**src/hdl/ilp_pkg.sv**
```systemverilog
// Shared types, constants and the character classifier for the integer literal parser.
// No dependencies; every other file of the block depends on this package.
`default_nettype none
package ilp_pkg;

  localparam int VALUE_WIDTH_DEF = 32;
  localparam int QUEUE_DEPTH     = 4;
  localparam int BASE_W          = 6;
  localparam int WORTH_W         = 6;

  localparam logic [BASE_W-1:0] START_BASE_RST = 6'd10;
  localparam logic [BASE_W-1:0] BASE_BIN       = 6'd2;
  localparam logic [BASE_W-1:0] BASE_OCT       = 6'd8;
  localparam logic [BASE_W-1:0] BASE_HEX       = 6'd16;

  localparam logic [7:0] CH_0     = 8'h30;
  localparam logic [7:0] CH_9     = 8'h39;
  localparam logic [7:0] CH_LA    = 8'h61;
  localparam logic [7:0] CH_LZ    = 8'h7a;
  localparam logic [7:0] CH_UA    = 8'h41;
  localparam logic [7:0] CH_UZ    = 8'h5a;
  localparam logic [7:0] CH_MINUS = 8'h2d;
  localparam logic [7:0] CH_PLUS  = 8'h2b;
  localparam logic [7:0] CH_LB    = 8'h62;
  localparam logic [7:0] CH_UB    = 8'h42;
  localparam logic [7:0] CH_LH    = 8'h68;
  localparam logic [7:0] CH_UH    = 8'h48;
  localparam logic [7:0] CH_LX    = 8'h78;
  localparam logic [7:0] CH_UX    = 8'h58;
  localparam logic [7:0] LETTER_OFS = 8'd10;

  typedef enum logic [1:0] {
    MOD_NONE = 2'd0,
    MOD_BIN  = 2'd1,
    MOD_OCT  = 2'd2,
    MOD_HEX  = 2'd3
  } ilp_mod_t;

  typedef enum logic [1:0] {
    SIGN_NONE  = 2'd0,
    SIGN_PLUS  = 2'd1,
    SIGN_MINUS = 2'd2
  } sign_t;

  typedef struct packed {
    logic               is_end;
    logic               is_minus;
    logic               is_plus;
    ilp_mod_t           modifier;
    logic               is_digit;
    logic [WORTH_W-1:0] worth;
  } ilp_item_t;

  function automatic ilp_item_t ilp_classify(input logic op, input logic [7:0] c);
    ilp_item_t it;
    it.is_end   = op;
    it.is_minus = (c == CH_MINUS);
    it.is_plus  = (c == CH_PLUS);
    if (c == CH_LB || c == CH_UB) begin
      it.modifier = MOD_BIN;
    end else if (c == CH_LH || c == CH_UH) begin
      it.modifier = MOD_OCT;
    end else if (c == CH_LX || c == CH_UX) begin
      it.modifier = MOD_HEX;
    end else begin
      it.modifier = MOD_NONE;
    end
    it.is_digit = 1'b1;
    if (c >= CH_0 && c <= CH_9) begin
      it.worth = WORTH_W'(c - CH_0);
    end else if (c >= CH_LA && c <= CH_LZ) begin
      it.worth = WORTH_W'(c - CH_LA + LETTER_OFS);
    end else if (c >= CH_UA && c <= CH_UZ) begin
      it.worth = WORTH_W'(c - CH_UA + LETTER_OFS);
    end else begin
      it.is_digit = 1'b0;
      it.worth    = '0;
    end
    return it;
  endfunction

endpackage
`default_nettype wire

```
**src/hdl/ilp_front.sv**
```systemverilog
// Front stage: takes input beats, classifies the character and holds it for the queue.
// Depends on ilp_pkg for the item type and the classifier.
`default_nettype none
module ilp_front (
  input  wire logic               clk,
  input  wire logic               rst_n,
  input  wire logic               in_valid,
  output      logic               in_stall,
  input  wire logic               in_op,
  input  wire logic [7:0]         in_char_code,
  input  wire logic               q_full,
  output      logic               q_push,
  output      ilp_pkg::ilp_item_t q_item
);
  import ilp_pkg::*;

  logic      front_v_r, front_v_nxt;
  ilp_item_t item_r;
  logic      accept;

  assign q_push   = front_v_r && !q_full;
  assign in_stall = front_v_r && q_full;
  assign accept   = in_valid && !in_stall;
  assign q_item   = item_r;

  always_comb begin
    front_v_nxt = front_v_r;
    if (accept) begin
      front_v_nxt = 1'b1;
    end else if (q_push) begin
      front_v_nxt = 1'b0;
    end
  end

  always_ff @(posedge clk) begin
    if (!rst_n) begin
      front_v_r <= 1'b0;
    end else begin
      front_v_r <= front_v_nxt;
    end
  end

  always_ff @(posedge clk) begin
    if (accept) begin
      item_r <= ilp_classify(in_op, in_char_code);
    end
  end

endmodule
`default_nettype wire

```
**src/hdl/ilp_queue.sv**
```systemverilog
// Short FIFO of classified items between the front and back stages.
// Depends on ilp_pkg for the item type and the depth.
`default_nettype none
module ilp_queue (
  input  wire logic               clk,
  input  wire logic               rst_n,
  input  wire logic               push,
  input  wire ilp_pkg::ilp_item_t wr_item,
  input  wire logic               pop,
  output      ilp_pkg::ilp_item_t rd_item,
  output      logic               full,
  output      logic               empty
);
  import ilp_pkg::*;

  localparam int PTR_W = $clog2(QUEUE_DEPTH);
  localparam int CNT_W = $clog2(QUEUE_DEPTH + 1);
  localparam logic [CNT_W-1:0] DEPTH_CNT = CNT_W'(QUEUE_DEPTH);

  ilp_item_t        mem_r [QUEUE_DEPTH];
  logic [PTR_W-1:0] wr_ptr_r, rd_ptr_r;
  logic [CNT_W-1:0] count_r;
  logic             do_push, do_pop;

  assign full    = (count_r == DEPTH_CNT);
  assign empty   = (count_r == '0);
  assign do_push = push && !full;
  assign do_pop  = pop && !empty;
  assign rd_item = mem_r[rd_ptr_r];

  always_ff @(posedge clk) begin
    if (!rst_n) begin
      wr_ptr_r <= '0;
      rd_ptr_r <= '0;
      count_r  <= '0;
    end else begin
      if (do_push) begin
        wr_ptr_r <= PTR_W'((CNT_W'(wr_ptr_r) + CNT_W'(1)) % DEPTH_CNT);
      end
      if (do_pop) begin
        rd_ptr_r <= PTR_W'((CNT_W'(rd_ptr_r) + CNT_W'(1)) % DEPTH_CNT);
      end
      if (do_push && !do_pop) begin
        count_r <= count_r + CNT_W'(1);
      end else if (do_pop && !do_push) begin
        count_r <= count_r - CNT_W'(1);
      end
    end
  end

  always_ff @(posedge clk) begin
    if (do_push) begin
      mem_r[wr_ptr_r] <= wr_item;
    end
  end

endmodule
`default_nettype wire

```
**src/hdl/ilp_back.sv**
```systemverilog
// Back stage: parse state, base register, multiply-accumulate and the result register.
// Depends on ilp_pkg for the item type, base codes and reset constants.
`default_nettype none
module ilp_back #(
  parameter int VALUE_WIDTH = ilp_pkg::VALUE_WIDTH_DEF
) (
  input  wire logic                          clk,
  input  wire logic                          rst_n,
  input  wire logic                          cfg_wr_en,
  input  wire logic [ilp_pkg::BASE_W-1:0]    cfg_wr_data,
  input  wire logic                          q_empty,
  input  wire ilp_pkg::ilp_item_t            q_item,
  output      logic                          q_pop,
  output      logic                          out_valid,
  input  wire logic                          out_stall,
  output      logic                          out_ok,
  output      logic signed [VALUE_WIDTH-1:0] out_result_value,
  output      logic                          out_overflow
);
  import ilp_pkg::*;

  localparam int PROD_W = VALUE_WIDTH + BASE_W;

  logic [1:0]             pos_r, pos_nxt;
  sign_t                  sign_r, sign_nxt;
  logic                   zp_r, zp_nxt;
  logic [BASE_W-1:0]      base_r, base_nxt;
  logic [BASE_W-1:0]      start_base_r;
  logic [VALUE_WIDTH-1:0] acc_r, acc_nxt;
  logic                   failed_r, failed_nxt;
  logic                   ovf_r, ovf_nxt;
  logic                   out_valid_r, out_valid_nxt;
  logic                   ok_r;
  logic [VALUE_WIDTH-1:0] value_r;
  logic                   ovf_out_r;

  logic                   digit_ok;
  logic                   mod_slot;
  logic [PROD_W-1:0]      prod;
  logic                   take_end;

  assign q_pop    = !q_empty && (!q_item.is_end || !out_valid_r || !out_stall);
  assign take_end = q_pop && q_item.is_end;
  assign digit_ok = q_item.is_digit && (q_item.worth < WORTH_W'(base_r));
  assign mod_slot = zp_r && ((pos_r == 2'd1) || (pos_r == 2'd2 && sign_r != SIGN_NONE));

  // acc * base + d; anything above the value width means overflow
  assign prod = ({{BASE_W{1'b0}}, acc_r} * {{VALUE_WIDTH{1'b0}}, base_r})
              + {{VALUE_WIDTH{1'b0}}, q_item.worth};

  always_comb begin
    pos_nxt    = pos_r;
    sign_nxt   = sign_r;
    zp_nxt     = zp_r;
    base_nxt   = base_r;
    acc_nxt    = acc_r;
    failed_nxt = failed_r;
    ovf_nxt    = ovf_r;
    if (q_pop && q_item.is_end) begin
      pos_nxt    = '0;
      sign_nxt   = SIGN_NONE;
      zp_nxt     = 1'b0;
      base_nxt   = start_base_r;
      acc_nxt    = '0;
      failed_nxt = 1'b0;
      ovf_nxt    = 1'b0;
    end else if (q_pop) begin
      if (!failed_r) begin
        if (pos_r == 2'd0) begin
          if (q_item.is_minus) begin
            sign_nxt = SIGN_MINUS;
          end else if (q_item.is_plus) begin
            sign_nxt = SIGN_PLUS;
          end else if (digit_ok) begin
            zp_nxt  = (q_item.worth == '0);
            acc_nxt = VALUE_WIDTH'(q_item.worth);
          end else begin
            failed_nxt = 1'b1;
          end
        end else if (pos_r == 2'd1 && sign_r != SIGN_NONE) begin
          if (digit_ok) begin
            zp_nxt  = (q_item.worth == '0);
            acc_nxt = VALUE_WIDTH'(q_item.worth);
          end else begin
            failed_nxt = 1'b1;
          end
        end else if (mod_slot && q_item.modifier != MOD_NONE) begin
          case (q_item.modifier)
            MOD_BIN: base_nxt = BASE_BIN;
            MOD_OCT: base_nxt = BASE_OCT;
            MOD_HEX: base_nxt = BASE_HEX;
            default: base_nxt = base_r;
          endcase
        end else if (digit_ok) begin
          acc_nxt = prod[VALUE_WIDTH-1:0];
          if (prod[PROD_W-1:VALUE_WIDTH] != '0) begin
            ovf_nxt = 1'b1;
          end
        end else begin
          failed_nxt = 1'b1;
        end
      end
      if (pos_r != 2'd3) begin
        pos_nxt = pos_r + 2'd1;
      end
    end
    // a base write between strings also reloads the working base
    if (cfg_wr_en && pos_r == 2'd0) begin
      base_nxt = cfg_wr_data;
    end
  end

  always_comb begin
    out_valid_nxt = out_valid_r;
    if (take_end) begin
      out_valid_nxt = 1'b1;
    end else if (!out_stall) begin
      out_valid_nxt = 1'b0;
    end
  end

  always_ff @(posedge clk) begin
    if (!rst_n) begin
      pos_r        <= '0;
      sign_r       <= SIGN_NONE;
      zp_r         <= 1'b0;
      base_r       <= START_BASE_RST;
      start_base_r <= START_BASE_RST;
      acc_r        <= '0;
      failed_r     <= 1'b0;
      ovf_r        <= 1'b0;
      out_valid_r  <= 1'b0;
    end else begin
      pos_r       <= pos_nxt;
      sign_r      <= sign_nxt;
      zp_r        <= zp_nxt;
      base_r      <= base_nxt;
      acc_r       <= acc_nxt;
      failed_r    <= failed_nxt;
      ovf_r       <= ovf_nxt;
      out_valid_r <= out_valid_nxt;
      if (cfg_wr_en) begin
        start_base_r <= cfg_wr_data;
      end
    end
  end

  always_ff @(posedge clk) begin
    if (take_end) begin
      ok_r      <= !failed_r;
      value_r   <= failed_r ? '0 : ((sign_r == SIGN_MINUS) ? (~acc_r + 1'b1) : acc_r);
      ovf_out_r <= !failed_r && ovf_r;
    end
  end

  assign out_valid        = out_valid_r;
  assign out_ok           = ok_r;
  assign out_result_value = $signed(value_r);
  assign out_overflow     = ovf_out_r;

endmodule
`default_nettype wire

```
**src/hdl/integer_literal_parser.sv**
```systemverilog
// Top level of the integer literal parser: front classifier, item queue, back parser.
// Depends on ilp_pkg, ilp_front, ilp_queue and ilp_back.
//
//  channel | ports                                       | direction
//  --------+---------------------------------------------+----------
//  input   | in_valid, in_stall, in_op, in_char_code      | beats in
//  result  | out_valid, out_stall, out_ok,                | beats out
//          | out_result_value, out_overflow               |
//  config  | cfg_wr_en, cfg_wr_data                       | writes in
//
// One input beat per cycle while in_stall is low. A beat is registered in the front
// register, then written into the queue, and the back stage updates the parse state
// when it pops the item; an end beat's result is registered into the result register.
// The back stage's single multiply-add (value by base plus digit) sets the cycle.
// Reset (rst_n low, synchronous) clears the queue, the parse state and the
// result valid, and restores the start base to ten.
// A stalled result holds only end beats: characters flow on until an end beat heads the
// queue, and the queue then absorbs later beats until it fills and in_stall rises.
`default_nettype none
module integer_literal_parser #(
  parameter int VALUE_WIDTH = ilp_pkg::VALUE_WIDTH_DEF
) (
  input  wire logic                          clk,
  input  wire logic                          rst_n,
  input  wire logic                          cfg_wr_en,
  input  wire logic [ilp_pkg::BASE_W-1:0]    cfg_wr_data,
  input  wire logic                          in_valid,
  output      logic                          in_stall,
  input  wire logic                          in_op,
  input  wire logic [7:0]                    in_char_code,
  output      logic                          out_valid,
  input  wire logic                          out_stall,
  output      logic                          out_ok,
  output      logic signed [VALUE_WIDTH-1:0] out_result_value,
  output      logic                          out_overflow
);
  import ilp_pkg::*;

  ilp_item_t front_item;
  ilp_item_t queue_item;
  logic      q_push, q_pop, q_full, q_empty;

  // classify each character and hold it until the queue has room
  ilp_front u_front (
    .clk          (clk),
    .rst_n        (rst_n),
    .in_valid     (in_valid),
    .in_stall     (in_stall),
    .in_op        (in_op),
    .in_char_code (in_char_code),
    .q_full       (q_full),
    .q_push       (q_push),
    .q_item       (front_item)
  );

  // decouple the classifier from the parser so either side can stall alone
  ilp_queue u_queue (
    .clk     (clk),
    .rst_n   (rst_n),
    .push    (q_push),
    .wr_item (front_item),
    .pop     (q_pop),
    .rd_item (queue_item),
    .full    (q_full),
    .empty   (q_empty)
  );

  // advance the parse state; drop a finished result into the output register
  ilp_back #(
    .VALUE_WIDTH (VALUE_WIDTH)
  ) u_back (
    .clk              (clk),
    .rst_n            (rst_n),
    .cfg_wr_en        (cfg_wr_en),
    .cfg_wr_data      (cfg_wr_data),
    .q_empty          (q_empty),
    .q_item           (queue_item),
    .q_pop            (q_pop),
    .out_valid        (out_valid),
    .out_stall        (out_stall),
    .out_ok           (out_ok),
    .out_result_value (out_result_value),
    .out_overflow     (out_overflow)
  );

endmodule
`default_nettype wire

```
**config.mk**
```make
export PLATFORM = sky130hd
export DESIGN_NAME = integer_literal_parser
export DESIGN_NICKNAME = d
export VERILOG_FILES = /design/src/hdl/ilp_pkg.sv /design/src/hdl/ilp_front.sv /design/src/hdl/ilp_queue.sv /design/src/hdl/ilp_back.sv /design/src/hdl/integer_literal_parser.sv
export SDC_FILE = /design/constraint.sdc
export NUM_CORES = 1
export LEC_CHECK = 0
export BUFFER_PORTS_ARGS = -buffer_cell sky130_fd_sc_hd__buf_4
export CORE_MARGIN = 2
export CORE_UTILIZATION = 40
export DETAILED_ROUTE_END_ITERATION = 8
export GPL_TIMING_DRIVEN = 0
export PLACE_DENSITY = 0.67
export SLEW_MARGIN = 40
export SYNTH_ARGS = -nofsm -noshare
export SYNTH_HDL_FRONTEND = slang
export SYNTH_SLANG_ARGS = --single-unit
```
**constraint.sdc**
```tcl
create_clock -name clk -period 5.9 [get_ports clk]
set_clock_uncertainty 0.15 [all_clocks]
set_input_delay 0.885 -clock clk [delete_from_list [all_inputs] [get_ports clk]]
set_output_delay 0.885 -clock clk [all_outputs]
set_load 0.02 [all_outputs]
```
==> impl_metrics.json <==
{
  "vias": 10370,
  "dp_slack_ns": -0.6797,
  "drt_iter0_markers": 828,
  "grt_max_degree": 31,
  "power_frac_comb_pct": 37.9,
  "fp.dieH_um": 188.5,
  "ir_drop_uv": 264.1,
  "fillCellCount": 3204,
  "critPathMostFrequentCell": "fa_1",
  "core_area_um2": 33530,
  "syn_nets": 1633,
  "place_congestion": 0.8766,
  "leakagePower_nw": 6.866,
  "p_int_mw": 2.530,
  "swShare_pct": 39.96,
  "cp_top_family": "adder cells",
  "yosysMostFrequentCell": "and2_1",
  "critPathSlowestCell": "fa_1",
  "htreeDepth": 4,
  "dieArea_um2": 35550,
  "maxSlewViolCount": 0,
  "seq_area_frac_synth_pct": 29.83,
  "yosys-top-cells-count": "and2_1 (178), fa_1 (125), ha_1 (111), nor2_1 (110), nand2_1 (101)",
  "path_buf_inv": 4,
  "die_w_um": 188.5,
  "period_minus_slack_ns": 5.751,
  "path_max_fanout": 10,
  "syn_area_um2": 13620,
  "wire_per_inst_um": 18.06,
  "setup_viol": 0,
  "cts_hold_buf": 0,
  "worst_slew_pin_slew_ns": 0.7441,
  "clk_path_buf_depth": 2,
  "cts_buffers": 17,
  "worstSetupStartpointType": "flop",
  "crit_chain": "buf_2 -> nand2_1 -> fa_1 -> fa_1 -> inv_1 -> fa_1 -> inv_1 -> fa_1 -> inv_1 -> ha_1 -> o211ai_2 -> o211ai_2 -> a41oi_4 -> a2111oi_4 -> nor2_1 -> a221o_1 -> o311ai_4 -> and2_1 -> o21ai_1",
  "synth_top_area_share_pct": 20.72,
  "cp-end-kind": "flop",
  "area_growth_pct": 12.25,
  "slew_headroom_pct": 50.39,
  "syn_inst": 1377,
  "nets": 1702,
  "yosysUniqueCellTypes": 70,
  "drive_gt1_share_pct": 9.527,
  "finalHoldViolations": 0,
  "drv_cap": 0,
  "avgSynthCellArea_um2": 9.893,
  "antenna_found_initial": 2,
  "ys_top_cells_by_area": "edfxtp_1 (21%), fa_1 (18%), ha_1 (10%)",
  "hold_class": "reg2reg",
  "wl_um": 34460,
  "rsz0062_at_grt": "yes",
  "setup_ws_ns": 0.1486,
  "grt_usage_pct": 20.13,
  "drtPass1Iterations": 5,
  "ant_nets": 0,
  "max_freq_ghz": 0.1739,
  "crit_required_ns": 6.09,
  "start_util_pct": 40.63,
  "synth_seq_cells": 156,
  "port_buffers": 53,
  "clk_pin_slew_ns": 0.07,
  "status": "complete, no violations",
  "grt_pass1_wl_um": 55670,
  "cts_root_buf": "clkbuf_16",
  "drc": 0,
  "fin_crit_sh_pct": 97.48,
  "switchingPower_mw": 1.684,
  "async_flop_share_pct": 0,
  "grt_overflow": 0,
  "synthFlopType": "edfxtp_1",
  "pin_count": 56,
  "grt_pass1_vias": 10330,
  "yosys_warnings": 0,
  "critical_path.max_stage_delay_ns": 0.57,
  "yosysTopAreaCell": "edfxtp_1",
  "power.share.clock_pct": 27.2,
  "vias_per_cell": 5.437,
  "clkSinkCount": 156,
  "synth_edf_count": 94,
  "critPathKind": "reg2reg",
  "cts_tree": "built",
  "clock_latency_ns": 0.45,
  "final_util_pct": 45.60,
  "power_density_nw_per_um2": 275.6,
  "dp_hpwl_um": 26630,
  "rows": 67,
  "arrival_ns": 5.94,
  "seqPwrFrac_pct": 35.0
}
==> worst paths after layout <==
check             cells past startpoint                           startpoint  slack, ns                             endpoint
hold reg to reg                       2  u_back.start_base_r[3]$_SDFFE_PN1P_       0.34  u_back.start_base_r[3]$_SDFFE_PN1P_
setup reg to reg                     19         u_back.acc_r[2]$_SDFFE_PP0P_       0.15        u_back.acc_r[31]$_SDFFE_PP0P_
setup / recovery                     19         u_back.acc_r[2]$_SDFFE_PP0P_       0.15        u_back.acc_r[31]$_SDFFE_PP0P_
hold / removal                        2  u_back.start_base_r[3]$_SDFFE_PN1P_       0.34  u_back.start_base_r[3]$_SDFFE_PN1P_
==> area by class of cell <==
class	count	area, um^2	share of cell area [%]
Clock buffer	17	425.4	2.782
Buffer	73	315.3	2.062
Inverter	71	267.8	1.751
Clock inverter	15	182.7	1.195
Antenna cell	1	2.502	0.01636
Multi-Input combinational cell	1073	9051	59.19
Timing Repair Buffer	54	417.9	2.733
Sequential cell	156	4069	26.61
Tap cell	448	560.5	3.666
==> through the flow <==
| stage | power, mW | setup TNS [ns] | cell area (um^2) | instances | hold WS (ns) |
|---|---|---|---|---|---|
| finish | 4.215 | 0 | 15290 | 1908 | 0.3369 |
| global route | 4.459 | -0.008734 | 15290 | 1907 | 0.3574 |
| CTS | 4.226 | 0 | 15230 | 1909 | 0.3339 |
| detailed placement | 3.077 | -3.569 | 14610 | 1879 | 0.3163 |
| global placement | 3.039 | -3.389 | 14580 | 1878 | 0.3045 |
| floorplan | 2.489 | 0 | 13620 | 1377 | 0.2914 |
==> repair_timing <==
action,CTS,global route
setup endpoints to repair,12,7
pin swaps,0,1
setup buffers,0,0
endpoints found under the hold margin,0,0
gates resized for setup,13,21
==> flip-flops by register name, indices dropped and copies added (netlist names), 2 cells and up, named ones only <==
signal,flops
u_front.q_item,12
u_queue.wr_ptr_r,2
u_queue.rd_ptr_r,2
u_back.acc_r,32
u_queue.count_r,3
u_back.pos_r,2
u_back.start_base_r,6
u_back.out_result_value,32
u_back.base_r,6
u_queue.mem_r,48
u_back.sign_r,2
==> tightest hold or removal path, stage by stage (launching register included) <==
cell,delay [ns]
dfxtp_1,0.33
mux2i_1,0.07
nand2_1,0.06
==> power by group through the flow <==
stage	Sequential, mW	Combinational (mW)	Clock [mW]
after floorplan	1.54	0.947	0
after global placement	1.47	1.57	0
after detailed placement	1.47	1.61	0
after CTS	1.46	1.60	1.16
after global routing	1.49	1.76	1.21
final	1.47	1.60	1.14
==> metal layers <==
metal | vias up | share of wire, % | wire, um | track usage, %
met1 | 5095 | 43 | 14950 | 26.93
met4 | 2 | 2.0 | 687 | 5.709
met2 | 345 | 48 | 16500 | 33.20
met3 | 55 | 6.7 | 2307 | 4.042
met5 | - | 0.046 | 16 | 0
li1 | 4877 | - | - | -
==> kinds of logic after synthesis <==
kind of cell             share of synthesized area, %
multiplexers                                    2.719
AO/OA/AOI/OAI                                   11.36
XOR/XNOR                                        3.922
flip-flops                                      29.83
AND/OR/NAND/NOR                                 19.42
buffers and inverters                           4.188
adder cells (fa/ha/maj)                         28.56
==> cells in the final DEF, fill, tap and decap left out, types with 7 or more instances in the layout <==
cell       netlist  final
buf_4            2     55
and2_1         178    178
xor2_1          26     26
o21bai_1         7      7
fa_1           125    125
mux2i_1         10     10
nor2b_1         16     15
or3_1            8      8
xnor2_1         35     35
clkbuf_16        0     17
inv_1           69     69
nor3_1          15     15
clkbuf_1        65     51
mux4_2          12     12
and3_1          11     11
a21o_1          17     17
ha_1           111    111
o21ai_0         46     45
dfxtp_1         62     58
a22oi_1          7      7
nand3_1         35     35
edfxtp_1        94     94
nor2_1         110    110
a21oi_1         95     94
nand2_1        101    101
o211ai_1         7      7
buf_2            6      7
Power figures use the tool's default switching activity.
